File: src/sv/rpn_pkg.sv
package rpn_pkg;

  localparam int unsigned DataW = 32;

  // Token kinds
  localparam logic [2:0] OP_NUM = 3'd0;
  localparam logic [2:0] OP_ADD = 3'd1;
  localparam logic [2:0] OP_SUB = 3'd2;
  localparam logic [2:0] OP_MUL = 3'd3;
  localparam logic [2:0] OP_DIV = 3'd4;

  // Result status codes
  localparam logic [1:0] ST_OK    = 2'd0;
  localparam logic [1:0] ST_UNDER = 2'd1;
  localparam logic [1:0] ST_OVER  = 2'd2;
  localparam logic [1:0] ST_DIVZ  = 2'd3;

  typedef struct packed {
    logic [2:0]              op;
    logic signed [DataW-1:0] number;
    logic                    last_token;
  } req_t;

  typedef struct packed {
    logic signed [DataW-1:0] answer;
    logic [1:0]              status;
  } rsp_t;

endpackage

File: src/sv/rpn_stack_evaluator_top.sv
// Postfix integer expression evaluator, one token per request.
// Request channel: drive req_i and raise start; the request is taken at a
// rising edge where start is high and busy is low. busy stays high while a
// token is being worked on.
// Result channel: on a token marked last_token, result_valid_o is high for
// exactly one cycle, with the answer and status on result_o. The receiver
// cannot stall; the result must be captured in that cycle.
// Operands live in a single-port-write, registered-read stack memory, so
// an operator on two or more entries reads them in turn, top entry first.
// Per token: a number is pushed; add/subtract/multiply read both operands,
//   execute and write back; divide adds a one-quotient-bit-per-cycle
//   restoring divider and a sign step; underflow or overflow only latch
//   the error; divide by zero reads both operands, then latches the error.
//   A last token adds one stack read for the top entry, or none on an
//   empty stack; the result strobe comes in the cycle busy drops.
// Reset clears the stack count, the error latch and the result strobe; the
// stack memory itself is not cleared, since only written entries are read.
module rpn_stack_evaluator_top #(
  parameter int unsigned STACK_DEPTH = 16
) (
  input  logic          clk_i,
  input  logic          rst_ni,
  input  logic          start,
  output logic          busy,
  input  rpn_pkg::req_t req_i,
  output logic          result_valid_o,
  output rpn_pkg::rsp_t result_o
);

  localparam int unsigned AW = (STACK_DEPTH > 1) ? $clog2(STACK_DEPTH) : 1;
  localparam int unsigned CW = $clog2(STACK_DEPTH + 1);
  localparam int unsigned DW = rpn_pkg::DataW;
  localparam int unsigned SW = $clog2(DW);

  typedef enum logic [3:0] {
    S_IDLE,
    S_RD_A,
    S_RD_B,
    S_EXEC,
    S_DIV,
    S_DIV_SGN,
    S_WB,
    S_FIN_RD,
    S_FIN_OUT
  } state_e;

  state_e          state_q;
  logic [CW-1:0]   count_q;
  logic [1:0]      err_q;
  logic [2:0]      op_q;
  logic            last_q;
  logic [DW-1:0]   a_q;
  logic [DW-1:0]   rd_q;
  logic [DW-1:0]   res_q;
  logic [DW-1:0]   rem_q;
  logic [DW-1:0]   quo_q;
  logic [DW-1:0]   dvs_q;
  logic            neg_q;
  logic [SW-1:0]   step_q;
  logic            res_valid_q;
  rpn_pkg::rsp_t   rsp_q;

  logic [DW-1:0]   stack_mem_q [STACK_DEPTH];
  logic            mem_we;
  logic [AW-1:0]   mem_waddr;
  logic [DW-1:0]   mem_wdata;
  logic [AW-1:0]   mem_raddr;

  logic [CW-1:0]   cnt_m1;
  logic [CW-1:0]   cnt_m2;
  logic            accept;
  logic            stack_full;
  logic [2*DW-1:0] prod;
  logic [DW:0]     rem_sh;
  logic [DW:0]     diff;
  logic [DW-1:0]   mag_b;
  logic [DW-1:0]   mag_a;

  assign cnt_m1     = count_q - CW'(1);
  assign cnt_m2     = count_q - CW'(2);
  assign accept     = start && (state_q == S_IDLE);
  assign stack_full = (count_q >= CW'(STACK_DEPTH));
  assign busy       = (state_q != S_IDLE);

  // Operand arithmetic: b is the older entry in rd_q, a the top in a_q
  assign prod   = rd_q * a_q;
  assign mag_b  = rd_q[DW-1] ? (DW'(0) - rd_q) : rd_q;
  assign mag_a  = a_q[DW-1] ? (DW'(0) - a_q) : a_q;
  assign rem_sh = {rem_q, quo_q[DW-1]};
  assign diff   = rem_sh - {1'b0, dvs_q};

  // Select memory read and write ports
  always_comb begin
    mem_we    = 1'b0;
    mem_waddr = count_q[AW-1:0];
    mem_wdata = req_i.number;
    mem_raddr = cnt_m1[AW-1:0];
    if (accept && (req_i.op == rpn_pkg::OP_NUM) && !stack_full) begin
      mem_we = 1'b1;
    end
    if (state_q == S_WB) begin
      mem_we    = 1'b1;
      mem_waddr = cnt_m2[AW-1:0];
      mem_wdata = res_q;
    end
    if (state_q == S_RD_B) begin
      mem_raddr = cnt_m2[AW-1:0];
    end
  end

  // Stack memory with registered read
  always_ff @(posedge clk_i) begin
    if (mem_we) begin
      stack_mem_q[mem_waddr] <= mem_wdata;
    end
    rd_q <= stack_mem_q[mem_raddr];
  end

  // Sequence tokens: push, operand reads, execute, write back, final result
  always_ff @(posedge clk_i or negedge rst_ni) begin
    if (!rst_ni) begin
      state_q     <= S_IDLE;
      count_q     <= '0;
      err_q       <= rpn_pkg::ST_OK;
      op_q        <= rpn_pkg::OP_NUM;
      last_q      <= 1'b0;
      a_q         <= '0;
      res_q       <= '0;
      rem_q       <= '0;
      quo_q       <= '0;
      dvs_q       <= '0;
      neg_q       <= 1'b0;
      step_q      <= '0;
      res_valid_q <= 1'b0;
      rsp_q       <= '0;
    end else begin
      res_valid_q <= 1'b0;
      unique case (state_q)
        S_IDLE: begin
          if (start) begin
            op_q   <= req_i.op;
            last_q <= req_i.last_token;
            state_q <= req_i.last_token ? S_FIN_RD : S_IDLE;
            case (req_i.op) inside
              rpn_pkg::OP_NUM: begin
                if (stack_full) begin
                  if (err_q == rpn_pkg::ST_OK) err_q <= rpn_pkg::ST_OVER;
                end else begin
                  count_q <= count_q + CW'(1);
                end
              end
              rpn_pkg::OP_ADD, rpn_pkg::OP_SUB, rpn_pkg::OP_MUL, rpn_pkg::OP_DIV: begin
                if (count_q < CW'(2)) begin
                  if (err_q == rpn_pkg::ST_OK) err_q <= rpn_pkg::ST_UNDER;
                end else begin
                  state_q <= S_RD_A;
                end
              end
              default: ;
            endcase
          end
        end
        S_RD_A: begin
          state_q <= S_RD_B;
        end
        S_RD_B: begin
          // Top entry arrives now; the next one follows
          a_q     <= rd_q;
          state_q <= S_EXEC;
        end
        S_EXEC: begin
          state_q <= S_WB;
          case (op_q)
            rpn_pkg::OP_ADD: res_q <= rd_q + a_q;
            rpn_pkg::OP_SUB: res_q <= rd_q - a_q;
            rpn_pkg::OP_MUL: res_q <= prod[DW-1:0];
            default: begin
              if (a_q == '0) begin
                if (err_q == rpn_pkg::ST_OK) err_q <= rpn_pkg::ST_DIVZ;
                state_q <= last_q ? S_FIN_RD : S_IDLE;
              end else begin
                rem_q   <= '0;
                quo_q   <= mag_b;
                dvs_q   <= mag_a;
                neg_q   <= rd_q[DW-1] ^ a_q[DW-1];
                step_q  <= '0;
                state_q <= S_DIV;
              end
            end
          endcase
        end
        S_DIV: begin
          // One restoring quotient bit per cycle
          if (!diff[DW]) begin
            rem_q <= diff[DW-1:0];
            quo_q <= {quo_q[DW-2:0], 1'b1};
          end else begin
            rem_q <= rem_sh[DW-1:0];
            quo_q <= {quo_q[DW-2:0], 1'b0};
          end
          step_q <= step_q + SW'(1);
          if (step_q == SW'(DW - 1)) begin
            state_q <= S_DIV_SGN;
          end
        end
        S_DIV_SGN: begin
          res_q   <= neg_q ? (DW'(0) - quo_q) : quo_q;
          state_q <= S_WB;
        end
        S_WB: begin
          count_q <= cnt_m1;
          state_q <= last_q ? S_FIN_RD : S_IDLE;
        end
        S_FIN_RD: begin
          if (count_q == '0) begin
            res_valid_q   <= 1'b1;
            rsp_q.answer  <= '0;
            rsp_q.status  <= (err_q != rpn_pkg::ST_OK) ? err_q : rpn_pkg::ST_UNDER;
            count_q       <= '0;
            err_q         <= rpn_pkg::ST_OK;
            state_q       <= S_IDLE;
          end else begin
            state_q <= S_FIN_OUT;
          end
        end
        S_FIN_OUT: begin
          // Emit top entry and clear the expression state
          res_valid_q  <= 1'b1;
          rsp_q.answer <= rd_q;
          rsp_q.status <= err_q;
          count_q      <= '0;
          err_q        <= rpn_pkg::ST_OK;
          state_q      <= S_IDLE;
        end
        default: state_q <= S_IDLE;
      endcase
    end
  end

  assign result_valid_o = res_valid_q;
  assign result_o       = rsp_q;

endmodule
File: config.mk
export PLATFORM = sky130hd
export DESIGN_NAME = rpn_stack_evaluator_top
export DESIGN_NICKNAME = d
export VERILOG_FILES = /design/src/sv/rpn_pkg.sv /design/src/sv/rpn_stack_evaluator_top.sv
export SDC_FILE = /design/constraint.sdc
export NUM_CORES = 2
export LEC_CHECK = 0
export BUFFER_PORTS_ARGS = -buffer_cell sky130_fd_sc_hd__buf_2
export CORE_ASPECT_RATIO = 1.1
export CORE_MARGIN = 2
export CORE_UTILIZATION = 30
export CTS_CLUSTER_SIZE = 40
export DETAILED_ROUTE_END_ITERATION = 10
export PLACE_DENSITY_LB_ADDON = 0.12
export SYNTH_ARGS = -nofsm -noshare
export SYNTH_HDL_FRONTEND = slang
export SYNTH_SLANG_ARGS = --single-unit
File: constraint.sdc
create_clock -name clk_i -period 13 [get_ports clk_i]
set_clock_uncertainty 0.05 [all_clocks]
set_input_delay 0 -clock clk_i [delete_from_list [all_inputs] [get_ports clk_i]]
set_output_delay 0 -clock clk_i [all_outputs]
set_load 0.02 [all_outputs]
==> impl_metrics.csv <==
group,metric,value,unit
die,die_w,398.3,µm
global_routing,grt_overflow,0,
die,ios,75,
clock_tree,cts_hold_buf,36,
worst_setup_path,crit_arrival,8590,ps
sta,fin_tns_setup,0,ps
die,initial_core_util,30.12,%
routing,drt_iter0_drc,1954,
sta,setup_viol,0,
clock_tree,clockRootBuffer,"clkbuf_16",
die,die_area,0.1743,mm²
synth,ys_seq_elements,760,
worst_setup_path,critPathBufInv,4,
worst_setup_path,crit_type,"register to register",
synth,synth_cell_type_count,77,
clock_tree,clk_latency,720,ps
routing,wl_per_cell,24.00,µm
routing,wl,163500,µm
global_routing,grt_pass1_vias,35814,
sta,finalCritPeriodShare,62.21,%
worst_setup_path,crit_path_end_kind,"register",
clock_tree,cts_made_buffers,90,
sta,hold_viol,16,
sta,timing.fmax,0.1237,GHz
synth,netlist_instances,4445,
synth,synth_nets,5093,
worst_setup_path,path_delay_family,"adder cells",
synth,syn_avg_cell_area,11.54,µm²
synth,synth_edf_count,512,
synth,yosys_warnings,0,
worst_setup_path,cp_common_cell,"fa_1",
die,rows,159,
status,outcome,"finished, violations left",
placement,dp.cells,6604,
worst_setup_path,crit_slowest_cell,"dfrtp_1",
synth,yosys_most_used_dff,"edfxtp_1",
routing,ant_nets,0,
routing,via_count,33608,
clock_tree,post_cts_buffers,0,
worst_setup_path,path_max_fanout,33,
final_layout,final_cell_mix,"edfxtp_1 (512), nand2_1 (486), inv_1 (443)",
synth,netlist_area,0.05130,mm²
synth,ys_seq_area_share,41.76,%
die,coreArea,0.1703,mm²
synth,async_reset_ff_share,28.42,%
die,fp.dieH,437.7,µm
clock_tree,cts.sinks,760,
global_routing,grt_max_degree,129,
final_layout,final_cells,6811,
sta,slew_violations,0,
sta,worst_pin_slew,1188,ps
placement,gp_congestion,0.8377,
clock_tree,htreeDepth,3,
hold_path,min_path_type,"primary input to register",
routing,dr.pass1.iters,6,
flow_run,cap_violations,0,
final_layout,layout-drive-gt1-share,11.76,%
sta,fin_hold_ws,-18.67,ps
clock_tree,clockBufferDepth,3,
final_layout,final_core_util,33.98,%
placement,port_buffers,74,
final_layout,fin_nets,5126,
sta,rsz0062_at_grt,"false",
final_layout,layout_commonest_cell,"edfxtp_1",
routing,vias_per_cell,4.934,
worst_setup_path,crit_required,13500,ps
clock_tree,cts_tree,"yes",
final_layout,syn2layout_area_growth,12.82,%
worst_setup_path,worstPathCellList,"and2_1 -> fa_1 -> fa_1 -> fa_1 -> inv_1 -> fa_1 -> inv_1 -> fa_1 -> inv_1 -> fa_1 -> inv_1 -> fa_1 -> fa_1 -> ha_1 -> a21o_1 -> a21o_1 -> a21o_1 -> a2111oi_0 -> o311ai_0 -> a31oi_1 -> xnor2_1 -> nor2_1 -> a2111oi_0",
global_routing,grt_antenna_before_repair,9,
status,violations,"hold timing",
worst_setup_path,cp-start-kind,"register",
sta,finalCriticalPeriod,8087,ps
sta,slew_headroom,20.80,%
worst_setup_path,crit_path_max_incr_delay,1130,ps
placement,dpl.hpwl,108100,µm
global_routing,track_usage,19.03,%
clock_tree,clk_pin_slew,60,ps
clock_tree,ctsResizeCount,0,
routing,drc_errors,0,
global_routing,grt_pass1_wl,245200,µm
final_layout,fillers,17197,
==> layout make-up <==
type	count	area (µm²)	area share (%)
clock inverters	48	569.3	0.9837
inverters	443	1663	2.873
well taps	2254	2820	4.873
repair buffers	216	1567	2.707
diodes	1	2.502	0.004324
multi-input cells	2967	27370	47.29
clock buffers	122	2452	4.238
flip-flops and latches	760	21430	37.03
==> cell families (layout without fill, tap and decap cells) <==
family / after synthesis / count (layout) / synth area share, %
AO/OA/AOI/OAI: 698 / 698 / 8.786
XOR/XNOR: 253 / 253 / 4.320
adder cells (fa/ha/maj): 609 / 609 / 20.86
buffers and inverters: 718 / 829 / 5.366
flip-flops: 760 / 760 / 41.76
multiplexers: 214 / 214 / 7.383
other: 0 / 1 / 0
AND/OR/NAND/NOR: 1193 / 1193 / 11.53
==> through the flow <==
step | setup WS [ps] | hold slack, ps | cell area (µm²)
finish | 4913 | -18.67 | 57870
CTS | 4834 | 6.205 | 57870
global placement | 4956 | 118.2 | 54470
detailed placement | 4913 | 117.6 | 54470
floorplan | 5755 | -345.6 | 51300
global route | 4376 | 64.15 | 57870
==> sequential cells by signal, indices dropped and copies added (netlist names) <==
| name | count |
|---|---|
| result_valid_o | 1 |
| rem_q | 32 |
| last_q | 1 |
| a_q | 32 |
| quo_q | 32 |
| neg_q | 1 |
| step_q | 5 |
| result_o | 34 |
| stack_mem_q | 512 |
| rd_q | 32 |
| dvs_q | 32 |
| err_q | 2 |
| res_q | 32 |
| count_q | 5 |
| state_q | 4 |
| op_q | 3 |
==> per-layer routing <==
| metal | vias up | track usage [%] | share of wire (%) |
|---|---|---|---|
| met3 | 210 | 1.801 | 3.2 |
| met1 | 17400 | 25.08 | 44 |
| met5 | - | 0 | 0 |
| met4 | 0 | 5.581 | 2.9 |
| li1 | 15337 | - | - |
| met2 | 661 | 33.05 | 50 |
==> final timing paths <==
kind                       startpoint            endpoint  slack (ps)  cells after the start
max                            a_q[5]           res_q[26]        4910                     23
min                         req_i[31]  stack_mem_q[1][30]         -20                      3
max reg2reg                    a_q[5]           res_q[26]        4910                     23
min reg2reg                 dvs_q[25]           dvs_q[25]         430                      2
max in group asynchronous      rst_ni         result_o[9]       11380                      4
min in group asynchronous      rst_ni              a_q[8]         280                      3
==> worst reg2reg max path, stage by stage, from the launching register on <==
cell and delay (ps):
dfrtp_1 1130, and2_1 280, fa_1 420, fa_1 490, fa_1 530, inv_1 50
fa_1 470, inv_1 50, fa_1 510, inv_1 60, fa_1 520, inv_1 60
fa_1 390, fa_1 490, ha_1 390, a21o_1 210, a21o_1 170, a21o_1 170
a2111oi_0 390, o311ai_0 260, a31oi_1 230, xnor2_1 190, nor2_1 60, a2111oi_0 350
==> synthesized netlist by cell type (16+ instances only) <==
| master | instances | area [µm²] |
|---|---|---|
| o21ai_0 | 201 | 1006 |
| o211ai_1 | 29 | 217.7 |
| dfxtp_1 | 32 | 640.6 |
| nor2_1 | 128 | 480.5 |
| mux2_2 | 35 | 394.1 |
| mux4_2 | 128 | 2883 |
| nor3_1 | 31 | 155.2 |
| ha_1 | 199 | 2490 |
| xor2_1 | 129 | 1130 |
| and2_1 | 313 | 1958 |
| edfxtp_1 | 512 | 15370 |
| nand2_1 | 487 | 1828 |
| or3_1 | 26 | 162.7 |
| clkbuf_1 | 222 | 833.3 |
| dfrtp_1 | 216 | 5405 |
| nor2b_1 | 52 | 325.3 |
| nand3_1 | 51 | 255.2 |
| fa_1 | 410 | 8208 |
| a221o_1 | 19 | 190.2 |
| a21oi_1 | 147 | 735.7 |
| a22o_1 | 33 | 289.0 |
| o31ai_1 | 32 | 240.2 |
| mux2i_1 | 51 | 510.5 |
| xnor2_1 | 124 | 1086 |
| nand2b_1 | 24 | 150.1 |
| a211oi_1 | 53 | 397.9 |
| buf_1 | 31 | 116.4 |
| inv_1 | 443 | 1663 |
| a21o_1 | 39 | 292.8 |
| o21a_1 | 17 | 127.6 |
| a22oi_1 | 16 | 120.1 |
Power is not shown: default switching activity piles up to over one toggle a cycle in this logic, so the estimate is an artifact.
